### src/design/offset_reorder_buffer_defines.svh
// Assertion macros used by the reorder buffer module.
`ifndef OFFSET_REORDER_BUFFER_DEFINES_SVH
`define OFFSET_REORDER_BUFFER_DEFINES_SVH

// The consequent must hold in the same cycle as the antecedent.
`define ORB_ASSERT_NOW(lbl, ante, cons, msg) \
  lbl: assert property (@(posedge clk) disable iff (!rst_n) (ante) |-> (cons)) \
    else $error(msg);

// The consequent must hold in the cycle after the antecedent.
`define ORB_ASSERT_NEXT(lbl, ante, cons, msg) \
  lbl: assert property (@(posedge clk) disable iff (!rst_n) (ante) |=> (cons)) \
    else $error(msg);

`endif

### src/design/orb_pkg.sv
`timescale 1ns / 1ps

package orb_pkg;

  localparam int TAG_W = 16;
  localparam int OFF_W = 48;
  localparam int LEN_W = 17;

  localparam logic KIND_WRITE  = 1'b0;
  localparam logic KIND_STATUS = 1'b1;

  typedef enum logic [1:0] {
    ST_OK            = 2'd0,
    ST_UPSTREAM_FAIL = 2'd1,
    ST_NO_SLOT       = 2'd2,
    ST_ABORTED       = 2'd3
  } status_t;

  typedef enum logic [2:0] {
    S_IDLE,
    S_DECIDE,
    S_DIRECT,
    S_SCAN_RD,
    S_SCAN_CMP,
    S_STATUS
  } state_t;

  // One parked block descriptor.
  typedef struct packed {
    logic [OFF_W-1:0] offset;
    logic [LEN_W-1:0] length;
    logic [TAG_W-1:0] tag;
  } slot_entry_t;

  // Strobes from the sequencer to the slot store.
  typedef struct packed {
    logic wr;
    logic clr;
    logic rd;
  } slot_ctl_t;

endpackage

### src/design/orb_ifs.sv
`timescale 1ns / 1ps

interface orb_in_if;
  logic                      valid;
  logic                      ready;
  logic [orb_pkg::TAG_W-1:0] buffer_tag;
  logic [orb_pkg::OFF_W-1:0] block_offset;
  logic [orb_pkg::LEN_W-1:0] data_length;
  logic                      end_of_stream;
  logic                      upstream_fail;

  modport source (
    output valid, buffer_tag, block_offset, data_length, end_of_stream, upstream_fail,
    input  ready
  );
  modport sink (
    input  valid, buffer_tag, block_offset, data_length, end_of_stream, upstream_fail,
    output ready
  );
endinterface

interface orb_out_if;
  logic                      valid;
  logic                      ready;
  logic                      kind;
  logic [orb_pkg::TAG_W-1:0] out_tag;
  logic [orb_pkg::OFF_W-1:0] write_offset;
  logic [orb_pkg::LEN_W-1:0] write_length;
  logic [1:0]                status;
  logic                      stream_ended;
  logic                      last;

  modport source (
    output valid, kind, out_tag, write_offset, write_length, status, stream_ended, last,
    input  ready
  );
  modport sink (
    input  valid, kind, out_tag, write_offset, write_length, status, stream_ended, last,
    output ready
  );
endinterface

### src/design/orb_slot_store.sv
`timescale 1ns / 1ps

module orb_slot_store #(
  parameter int SLOTS = 16,
  parameter int IDX_W = 4
) (
  input  logic                 clk,
  input  logic                 rst_n,
  input  orb_pkg::slot_ctl_t   ctl,
  input  logic [IDX_W-1:0]     wr_idx,
  input  logic [IDX_W-1:0]     clr_idx,
  input  logic [IDX_W-1:0]     rd_idx,
  input  orb_pkg::slot_entry_t wr_data,
  output orb_pkg::slot_entry_t rd_data,
  output logic [SLOTS-1:0]     valid_vec,
  output logic                 free_found,
  output logic [IDX_W-1:0]     free_idx
);

  orb_pkg::slot_entry_t mem [SLOTS];
  orb_pkg::slot_entry_t rd_data_r;
  logic [SLOTS-1:0]     valid_r;

  always_ff @(posedge clk) begin
    if (ctl.wr) begin
      mem[wr_idx] <= wr_data;
    end
    if (ctl.rd) begin
      rd_data_r <= mem[rd_idx];
    end
  end

  always_ff @(posedge clk) begin
    if (!rst_n) begin
      valid_r <= '0;
    end else begin
      if (ctl.wr) begin
        valid_r[wr_idx] <= 1'b1;
      end
      if (ctl.clr) begin
        valid_r[clr_idx] <= 1'b0;
      end
    end
  end

  // Lowest free slot wins, so the search runs from the top down.
  always_comb begin
    free_found = 1'b0;
    free_idx   = '0;
    for (int i = SLOTS - 1; i >= 0; i--) begin
      if (!valid_r[i]) begin
        free_found = 1'b1;
        free_idx   = IDX_W'(i);
      end
    end
  end

  assign rd_data   = rd_data_r;
  assign valid_vec = valid_r;

endmodule

### src/design/offset_reorder_buffer.sv
// The status word of an input that touches no slot is registered in S_STATUS after the
// decision step; a new input is taken only once the block is back in S_IDLE, so inputs are
// handled one at a time. A slot scan pass reads an empty slot in S_SCAN_RD and an occupied
// slot in S_SCAN_RD then S_SCAN_CMP; passes repeat until one writes nothing out, and an
// output stall holds the sequencer in S_DIRECT, in S_SCAN_CMP on a match, or in S_STATUS.
// Reset clears the next offset, all slot valid bits, the end flag and the sticky error.
`timescale 1ns / 1ps
`include "offset_reorder_buffer_defines.svh"

module offset_reorder_buffer #(
  parameter int SLOTS       = 16,
  parameter int BLOCK_BYTES = 65536
) (
  input logic      clk,
  input logic      rst_n,
  orb_in_if.sink   in_chan,
  orb_out_if.source out_chan
);

  localparam int IDX_W = (SLOTS > 1) ? $clog2(SLOTS) : 1;
  localparam logic [IDX_W-1:0] LAST_IDX = IDX_W'(SLOTS - 1);
  localparam int BB_W  = $clog2(BLOCK_BYTES + 1);
  localparam int CAP_W = (BB_W > orb_pkg::LEN_W) ? BB_W : orb_pkg::LEN_W;
  localparam logic [CAP_W-1:0] LEN_CAP = CAP_W'(BLOCK_BYTES);

  orb_pkg::state_t state_r, state_nxt;

  logic [orb_pkg::TAG_W-1:0] item_tag_r, item_tag_nxt;
  logic [orb_pkg::OFF_W-1:0] item_off_r, item_off_nxt;
  logic [orb_pkg::LEN_W-1:0] item_len_r, item_len_nxt;
  logic                      item_eos_r, item_eos_nxt;
  logic                      item_fail_r, item_fail_nxt;

  logic [orb_pkg::OFF_W-1:0] next_offset_r, next_offset_nxt;
  logic                      stream_done_r, stream_done_nxt;
  orb_pkg::status_t          sticky_r, sticky_nxt;
  orb_pkg::status_t          err_r, err_nxt;
  logic [IDX_W-1:0]          idx_r, idx_nxt;
  logic                      progress_r, progress_nxt;

  logic                      out_valid_r, out_valid_nxt;
  logic                      out_kind_r, out_kind_nxt;
  logic [orb_pkg::TAG_W-1:0] out_tag_r, out_tag_nxt;
  logic [orb_pkg::OFF_W-1:0] out_off_r, out_off_nxt;
  logic [orb_pkg::LEN_W-1:0] out_len_r, out_len_nxt;
  orb_pkg::status_t          out_status_r, out_status_nxt;
  logic                      out_ended_r, out_ended_nxt;
  logic                      out_last_r, out_last_nxt;

  orb_pkg::slot_ctl_t   slot_ctl;
  orb_pkg::slot_entry_t slot_wr_data;
  orb_pkg::slot_entry_t slot_rd_data;
  logic [SLOTS-1:0]     slot_valid;
  logic                 free_found;
  logic [IDX_W-1:0]     free_idx;

  logic                      out_free;
  logic                      in_fire;
  logic                      len_over;
  logic [orb_pkg::LEN_W-1:0] len_clamped;
  logic                      slot_match;
  logic                      scan_more;
  logic                      err_sticks;

  orb_slot_store #(
    .SLOTS (SLOTS),
    .IDX_W (IDX_W)
  ) u_slots (
    .clk        (clk),
    .rst_n      (rst_n),
    .ctl        (slot_ctl),
    .wr_idx     (free_idx),
    .clr_idx    (idx_r),
    .rd_idx     (idx_r),
    .wr_data    (slot_wr_data),
    .rd_data    (slot_rd_data),
    .valid_vec  (slot_valid),
    .free_found (free_found),
    .free_idx   (free_idx)
  );

  assign out_free    = !out_valid_r || out_chan.ready;
  assign in_chan.ready = (state_r == orb_pkg::S_IDLE);
  assign in_fire     = in_chan.valid && (state_r == orb_pkg::S_IDLE);
  assign len_over    = CAP_W'(in_chan.data_length) > LEN_CAP;
  assign len_clamped = len_over ? LEN_CAP[orb_pkg::LEN_W-1:0] : in_chan.data_length;
  assign slot_match  = (slot_rd_data.offset == next_offset_r);
  assign err_sticks  = (err_r == orb_pkg::ST_UPSTREAM_FAIL) || (err_r == orb_pkg::ST_NO_SLOT);

  assign slot_wr_data.offset = item_off_r;
  assign slot_wr_data.length = item_len_r;
  assign slot_wr_data.tag    = item_tag_r;

  always_ff @(posedge clk) begin
    if (!rst_n) begin
      state_r       <= orb_pkg::S_IDLE;
      next_offset_r <= '0;
      stream_done_r <= 1'b0;
      sticky_r      <= orb_pkg::ST_OK;
      out_valid_r   <= 1'b0;
    end else begin
      state_r       <= state_nxt;
      next_offset_r <= next_offset_nxt;
      stream_done_r <= stream_done_nxt;
      sticky_r      <= sticky_nxt;
      out_valid_r   <= out_valid_nxt;
    end
  end

  always_ff @(posedge clk) begin
    item_tag_r   <= item_tag_nxt;
    item_off_r   <= item_off_nxt;
    item_len_r   <= item_len_nxt;
    item_eos_r   <= item_eos_nxt;
    item_fail_r  <= item_fail_nxt;
    err_r        <= err_nxt;
    idx_r        <= idx_nxt;
    progress_r   <= progress_nxt;
    out_kind_r   <= out_kind_nxt;
    out_tag_r    <= out_tag_nxt;
    out_off_r    <= out_off_nxt;
    out_len_r    <= out_len_nxt;
    out_status_r <= out_status_nxt;
    out_ended_r  <= out_ended_nxt;
    out_last_r   <= out_last_nxt;
  end

  always_comb begin
    state_nxt       = state_r;
    item_tag_nxt    = item_tag_r;
    item_off_nxt    = item_off_r;
    item_len_nxt    = item_len_r;
    item_eos_nxt    = item_eos_r;
    item_fail_nxt   = item_fail_r;
    next_offset_nxt = next_offset_r;
    stream_done_nxt = stream_done_r;
    sticky_nxt      = sticky_r;
    err_nxt         = err_r;
    idx_nxt         = idx_r;
    progress_nxt    = progress_r;
    out_valid_nxt   = out_valid_r && !out_chan.ready;
    out_kind_nxt    = out_kind_r;
    out_tag_nxt     = out_tag_r;
    out_off_nxt     = out_off_r;
    out_len_nxt     = out_len_r;
    out_status_nxt  = out_status_r;
    out_ended_nxt   = out_ended_r;
    out_last_nxt    = out_last_r;
    slot_ctl        = '0;
    scan_more       = progress_r;

    unique case (state_r)
      orb_pkg::S_IDLE: begin
        if (in_fire) begin
          item_tag_nxt  = in_chan.buffer_tag;
          item_off_nxt  = in_chan.block_offset;
          item_len_nxt  = len_clamped;
          item_eos_nxt  = in_chan.end_of_stream;
          item_fail_nxt = in_chan.upstream_fail;
          state_nxt     = orb_pkg::S_DECIDE;
        end
      end

      orb_pkg::S_DECIDE: begin
        idx_nxt      = '0;
        progress_nxt = 1'b0;
        if (stream_done_r && (sticky_r != orb_pkg::ST_OK)) begin
          err_nxt   = orb_pkg::ST_ABORTED;
          state_nxt = orb_pkg::S_STATUS;
        end else begin
          stream_done_nxt = stream_done_r || item_fail_r || item_eos_r;
          err_nxt = item_fail_r ? orb_pkg::ST_UPSTREAM_FAIL : orb_pkg::ST_OK;
          if (item_len_r == '0) begin
            state_nxt = orb_pkg::S_STATUS;
          end else if (item_off_r == next_offset_r) begin
            state_nxt = orb_pkg::S_DIRECT;
          end else if (free_found) begin
            slot_ctl.wr = 1'b1;
            state_nxt   = orb_pkg::S_SCAN_RD;
          end else begin
            err_nxt   = orb_pkg::ST_NO_SLOT;
            state_nxt = orb_pkg::S_STATUS;
          end
        end
      end

      orb_pkg::S_DIRECT: begin
        if (out_free) begin
          out_valid_nxt   = 1'b1;
          out_kind_nxt    = orb_pkg::KIND_WRITE;
          out_tag_nxt     = item_tag_r;
          out_off_nxt     = item_off_r;
          out_len_nxt     = item_len_r;
          out_status_nxt  = orb_pkg::ST_OK;
          out_ended_nxt   = 1'b0;
          out_last_nxt    = 1'b0;
          next_offset_nxt = next_offset_r + orb_pkg::OFF_W'(item_len_r);
          state_nxt       = orb_pkg::S_SCAN_RD;
        end
      end

      orb_pkg::S_SCAN_RD: begin
        if (slot_valid[idx_r]) begin
          slot_ctl.rd = 1'b1;
          state_nxt   = orb_pkg::S_SCAN_CMP;
        end else if (idx_r != LAST_IDX) begin
          idx_nxt = idx_r + 1'b1;
        end else if (scan_more) begin
          idx_nxt      = '0;
          progress_nxt = 1'b0;
        end else begin
          state_nxt = orb_pkg::S_STATUS;
        end
      end

      orb_pkg::S_SCAN_CMP: begin
        // A matching slot waits here until the output register can take it.
        if (!slot_match || out_free) begin
          if (slot_match) begin
            slot_ctl.clr    = 1'b1;
            out_valid_nxt   = 1'b1;
            out_kind_nxt    = orb_pkg::KIND_WRITE;
            out_tag_nxt     = slot_rd_data.tag;
            out_off_nxt     = slot_rd_data.offset;
            out_len_nxt     = slot_rd_data.length;
            out_status_nxt  = orb_pkg::ST_OK;
            out_ended_nxt   = 1'b0;
            out_last_nxt    = 1'b0;
            next_offset_nxt = next_offset_r + orb_pkg::OFF_W'(slot_rd_data.length);
            progress_nxt    = 1'b1;
            scan_more       = 1'b1;
          end
          state_nxt = orb_pkg::S_SCAN_RD;
          if (idx_r != LAST_IDX) begin
            idx_nxt = idx_r + 1'b1;
          end else if (scan_more) begin
            idx_nxt      = '0;
            progress_nxt = 1'b0;
          end else begin
            state_nxt = orb_pkg::S_STATUS;
          end
        end
      end

      orb_pkg::S_STATUS: begin
        if (out_free) begin
          if (err_sticks) begin
            sticky_nxt      = err_r;
            stream_done_nxt = 1'b1;
          end
          out_valid_nxt  = 1'b1;
          out_kind_nxt   = orb_pkg::KIND_STATUS;
          out_tag_nxt    = '0;
          out_off_nxt    = '0;
          out_len_nxt    = '0;
          out_status_nxt = err_r;
          out_ended_nxt  = stream_done_r || err_sticks;
          out_last_nxt   = 1'b1;
          state_nxt      = orb_pkg::S_IDLE;
        end
      end

      default: begin
        state_nxt = orb_pkg::S_IDLE;
      end
    endcase
  end

  assign out_chan.valid        = out_valid_r;
  assign out_chan.kind         = out_kind_r;
  assign out_chan.out_tag      = out_tag_r;
  assign out_chan.write_offset = out_off_r;
  assign out_chan.write_length = out_len_r;
  assign out_chan.status       = out_status_r;
  assign out_chan.stream_ended = out_ended_r;
  assign out_chan.last         = out_last_r;

  `ORB_ASSERT_NEXT(a_accept_decides,
                   in_chan.valid && in_chan.ready,
                   state_r == orb_pkg::S_DECIDE,
                   "accepted word did not move to the decision step")
  `ORB_ASSERT_NOW(a_cmp_slot_valid,
                  state_r == orb_pkg::S_SCAN_CMP,
                  slot_valid[idx_r],
                  "comparing a slot that is not occupied")
  `ORB_ASSERT_NOW(a_sticky_ends,
                  sticky_r != orb_pkg::ST_OK,
                  stream_done_r,
                  "sticky error held without the stream being ended")
  `ORB_ASSERT_NEXT(a_status_last,
                   state_r == orb_pkg::S_STATUS && out_free,
                   out_valid_r && out_last_r && (out_kind_r == orb_pkg::KIND_STATUS),
                   "status word not presented as the final word")

endmodule
### src/flat_wrapper.sv
// flat-port wrapper written by rule: the top's interface ports become plain ports
module offset_reorder_buffer_flat 
#(
  parameter int SLOTS       = 16,
  parameter int BLOCK_BYTES = 65536
)
  (clk, rst_n, in_chan_valid, in_chan_buffer_tag, in_chan_block_offset, in_chan_data_length, in_chan_end_of_stream, in_chan_upstream_fail, in_chan_ready, out_chan_valid, out_chan_kind, out_chan_out_tag, out_chan_write_offset, out_chan_write_length, out_chan_status, out_chan_stream_ended, out_chan_last, out_chan_ready);
  orb_in_if in_chan_i ();
  orb_out_if out_chan_i ();
  input logic clk;
  input logic rst_n;
  input wire logic [$bits(in_chan_i.valid)-1:0] in_chan_valid;
  input wire logic [$bits(in_chan_i.buffer_tag)-1:0] in_chan_buffer_tag;
  input wire logic [$bits(in_chan_i.block_offset)-1:0] in_chan_block_offset;
  input wire logic [$bits(in_chan_i.data_length)-1:0] in_chan_data_length;
  input wire logic [$bits(in_chan_i.end_of_stream)-1:0] in_chan_end_of_stream;
  input wire logic [$bits(in_chan_i.upstream_fail)-1:0] in_chan_upstream_fail;
  output wire logic [$bits(in_chan_i.ready)-1:0] in_chan_ready;
  output wire logic [$bits(out_chan_i.valid)-1:0] out_chan_valid;
  output wire logic [$bits(out_chan_i.kind)-1:0] out_chan_kind;
  output wire logic [$bits(out_chan_i.out_tag)-1:0] out_chan_out_tag;
  output wire logic [$bits(out_chan_i.write_offset)-1:0] out_chan_write_offset;
  output wire logic [$bits(out_chan_i.write_length)-1:0] out_chan_write_length;
  output wire logic [$bits(out_chan_i.status)-1:0] out_chan_status;
  output wire logic [$bits(out_chan_i.stream_ended)-1:0] out_chan_stream_ended;
  output wire logic [$bits(out_chan_i.last)-1:0] out_chan_last;
  input wire logic [$bits(out_chan_i.ready)-1:0] out_chan_ready;
  assign in_chan_i.valid = in_chan_valid;
  assign in_chan_i.buffer_tag = in_chan_buffer_tag;
  assign in_chan_i.block_offset = in_chan_block_offset;
  assign in_chan_i.data_length = in_chan_data_length;
  assign in_chan_i.end_of_stream = in_chan_end_of_stream;
  assign in_chan_i.upstream_fail = in_chan_upstream_fail;
  assign in_chan_ready = in_chan_i.ready;
  assign out_chan_valid = out_chan_i.valid;
  assign out_chan_kind = out_chan_i.kind;
  assign out_chan_out_tag = out_chan_i.out_tag;
  assign out_chan_write_offset = out_chan_i.write_offset;
  assign out_chan_write_length = out_chan_i.write_length;
  assign out_chan_status = out_chan_i.status;
  assign out_chan_stream_ended = out_chan_i.stream_ended;
  assign out_chan_last = out_chan_i.last;
  assign out_chan_i.ready = out_chan_ready;
  offset_reorder_buffer #(.SLOTS(SLOTS), .BLOCK_BYTES(BLOCK_BYTES)) u_core (.clk(clk), .rst_n(rst_n), .in_chan(in_chan_i), .out_chan(out_chan_i));
endmodule
### config.mk
export PLATFORM = sky130hd
export DESIGN_NAME = offset_reorder_buffer_flat
export DESIGN_NICKNAME = d
export VERILOG_FILES = /design/src/design/orb_pkg.sv /design/src/design/orb_ifs.sv /design/src/design/orb_slot_store.sv /design/src/design/offset_reorder_buffer.sv /design/src/flat_wrapper.sv
export VERILOG_INCLUDE_DIRS = /design/src /design/src/design
export SDC_FILE = /design/constraint.sdc
export NUM_CORES = 2
export LEC_CHECK = 0
export BUFFER_PORTS_ARGS = -buffer_cell sky130_fd_sc_hd__buf_2
export CAP_MARGIN = 20
export CELL_PAD_IN_SITES_DETAIL_PLACEMENT = 1
export CELL_PAD_IN_SITES_GLOBAL_PLACEMENT = 1
export CORE_MARGIN = 4
export CORE_UTILIZATION = 43
export DETAILED_ROUTE_END_ITERATION = 6
export HOLD_SLACK_MARGIN = 0.06
export PLACE_DENSITY_LB_ADDON = 0.1
export SLEW_MARGIN = 5
export SYNTH_ARGS = -nofsm -noshare
export SYNTH_HDL_FRONTEND = slang
export SYNTH_SLANG_ARGS = --single-unit
### constraint.sdc
create_clock -name clk -period 14.8 [get_ports clk]
set_input_delay 1.48 -clock clk [delete_from_list [all_inputs] [get_ports clk]]
set_output_delay 1.48 -clock clk [all_outputs]
set_load 0.05 [all_outputs]
==> impl_metrics.toml <==
[timing]
period_share = 0.3535
rsz0062_at_grt = "no"
max_slew.worst_pin.slew_ns = 1.204
finClkSkew_ns = 0.02573
period_minus_slack_ns = 5.231
tns_ns = 0
slew_headroom = 0.1975
setup_viol = 0
max_freq_ghz = 0.1912
report.final.slew_viol_count = 0
finalHoldViolations = 0

[min_path]
min_from = "u_core.sticky_r[1]"
min_path_type = "flop to flop"
hold_end = "u_core.sticky_r[1]"
hold_depth = 2

[die]
ios = 175
dieArea_um2 = 152600
die_w_um = 390.6
start_util = 0.4325
die_h_um = 390.6
core_um2 = 145600
rows = 140

[worst_setup_path]
required_ns = 15.49
critical_path.top_delay_family = "buffers and inverters"
r2r_start = "u_core.state_r[2]"
r2r_slack_ns = 9.57
path_class = "flop to flop"
worstRegToRegCells = 15
crit_chain = "nand2b_4 -> nor2_4 -> buf_4 -> buf_4 -> nand2_1 -> nand2_1 -> ha_1 -> and4_1 -> nand2_1 -> o221a_2 -> o31a_1 -> nor4_2 -> buf_4 -> a21oi_1 -> a31o_2"
worst_r2r_endpoint = "u_core.next_offset_r[26]"
critPathCaptureType = "flop"
critPathBufInv = 3
worstPathArrival_ns = 5.92
cp-start-kind = "flop"
cp_max_fo = 55
critPathMaxStageDelay_ns = 0.93
crit_slowest_cell = "buf_4"

[power_and_ir_drop]
p_per_area_nw_per_um2 = 183.9
p_leak_nw = 22.97
vdd_drop_max_mv = 0.1476

[clock_network]
clk_pin_slew_worst_paths_ns = 0.06
clk_latency_ns = 0.81
postCtsHoldBufs = 0
numClockSinks = 1623
cts_setup_buffers = 0
cts-root-buf = "clkbuf_16"
h-tree-depth = 4
numCtsBuffers = 170
cts_resized = 0
cts.path.max_buffers = 3
cts_tree = "done"

[global_route]
grt_pass1_wl_um = 249500
gr-total-overflow = 0
grt_max_degree = 149
grt_pass1_vias = 33240
grtUsageTotal = 0.2308
antenna_found_initial = 3

[synth]
synth_seq_cells = 1623
synthXorXnorAreaFrac = 0.01614
syn_area_um2 = 62950
synth_compound_area_frac = 0.02826
ys_types = 58
synth_top_family_by_area = "multiplexers"
yosys.area_share.simple = 0.02721
synth_area_per_cell_um2 = 21.33
synth_nets = 3060
synth_flop_cell = "edfxtp_1"
synth_fa_ha_area_frac = 0.004492
yosys_warnings = 0
muxShareOfSynthArea = 0.1501
async_flop_share = 0
ys_seq_area_frac = 0.7629
synthCells = 2951
synth_enable_flop_cells = 1552

[final_layout]
nets = 3338
drive_above_1_share = 0.2793
final_common_cell = "edfxtp_1"
mostFrequentLayoutCells = "1552 x edfxtp_1, 409 x mux4_2, 174 x buf_2"
post-route-util = 0.4937
nFillCells = 12890
area_growth_pct = 14.15

[routing]
vias_per_cell = 5.955
drtIter0Drc = 2861
wl_um = 174900
highest_layer = "met4"
route.met2.wl_um = 87210
vias = 31470
dr.pass1.iters = 5
wl_met1_um = 74790
ant_nets = 0
drc = 0
wl_per_cell_um = 33.09
wl_met3_um = 9196

[place]
port_buffers = 174
place_hpwl_um = 96120
place_congestion = 0.8151

[flow_run]
maxCapViolations = 0

[outcome]
status = "completed"
tightest hold or removal path, cell delays in order, from the launching register on:
cell	delay, ns
dfxtp_1	0.32
nand2_1	0.06
a21oi_1	0.05
synthesized netlist by cell type (all sizes together) (3+ instances only):
library cell,count,area (um2)
a211oi,6,45.04
a21o,9,67.56
a21oi,47,235.2
a22o,81,709.4
a31o,4,35.03
a31oi,6,37.54
and2,6,37.54
and3,9,56.30
buf,48,201.4
clkbuf,106,397.9
dfxtp,71,1421
edfxtp,1552,46600
ha,21,262.8
inv,22,82.58
mux2i,24,240.2
mux4,409,9211
nand2,110,412.9
nand2b,18,112.6
nand3,26,130.1
nand4,28,175.2
nor2,48,180.2
nor2b,19,118.9
nor3,27,135.1
nor4,23,150.1
o211ai,6,45.04
o21a,8,60.06
o21ai,20,100.1
o21bai,4,30.03
o221a,11,123.9
o221ai,5,43.79
o22ai,3,18.77
o31ai,17,127.6
or2,5,31.28
or3,5,31.28
or4,13,97.59
xnor2,58,508.0
xor2,58,508.0
registers in the layout, summed over array words and instances (netlist names), 3 cells and up:
signal / cells
u_core.u_slots.mem: 1296
u_core.u_slots.rd_data: 81
u_core.item_off_r: 48
u_core.next_offset_r: 48
u_core.out_chan.write_offset: 48
u_core.item_len_r: 17
u_core.out_chan.write_length: 17
u_core.item_tag_r: 16
u_core.out_chan.out_tag: 16
u_core.u_slots.valid_vec: 16
u_core.idx_r: 4
u_core.state_r: 3
metal layers:
layer,vias up,global-route usage
met3,203,0.03508
met4,0,0.05630
li1,12920,-
met1,17290,0.3251
met5,-,0
met2,1059,0.3822
area by class of cell:
cell class | count | area [um2] | area share
diodes | 1 | 2.502 | 0.00003482
clock buffers | 225 | 4604 | 0.06407
clock inverters | 84 | 762.0 | 0.01060
inverters | 23 | 91.34 | 0.001271
multi-input cells | 1151 | 14370 | 0.1999
flip-flops and latches | 1623 | 48030 | 0.6683
well taps | 1917 | 2399 | 0.03338
repair buffers | 260 | 1609 | 0.02239
how the worst max path moves through the flow:
stage	to	cells past startpoint	start	slack, ns
after detailed placement	u_core.next_offset_r[24]	15	u_core.state_r[2]	9.59
final	u_core.next_offset_r[26]	15	u_core.state_r[2]	9.57
after floorplan	u_core.u_slots.valid_vec[6]	8	u_core.item_len_r[6]	6.83
after CTS	u_core.next_offset_r[24]	15	u_core.state_r[2]	9.59
after global routing	u_core.next_offset_r[42]	15	u_core.state_r[2]	9.29
after global placement	u_core.next_offset_r[26]	15	u_core.state_r[2]	9.74
cells by family (layout without fill, tap and decap cells):
logic type,after synthesis,count (layout)
other cells,0,1
xor+xnor,116,116
mux,433,433
compound gates,238,238
flops,1623,1623
fa+ha+maj,22,22
simple gates,342,342
buf+inv,177,592
metrics by stage:
step / std cells / setup slack [ns] / hold slack (ns) / total power [mW] / cell area (um2)
after floorplan: 2951 / 6.835 / 0.4430 / 8.182 / 62950
after global placement: 4970 / 9.738 / 0.4561 / 9.142 / 66410
after detailed placement: 4972 / 9.588 / 0.4649 / 9.215 / 66450
after CTS: 5281 / 9.590 / 0.4750 / 13.36 / 71820
after global routing: 5283 / 9.290 / 0.4990 / 13.76 / 71860
final: 5284 / 9.569 / 0.4777 / 13.21 / 71860
report_power, final:
group,internal [mW],switching [mW]
clock,2.37,1.77
sequential,5.65,0.312
combinational,1.36,1.76
No activity file was read; power rests on OpenSTA's default activity.
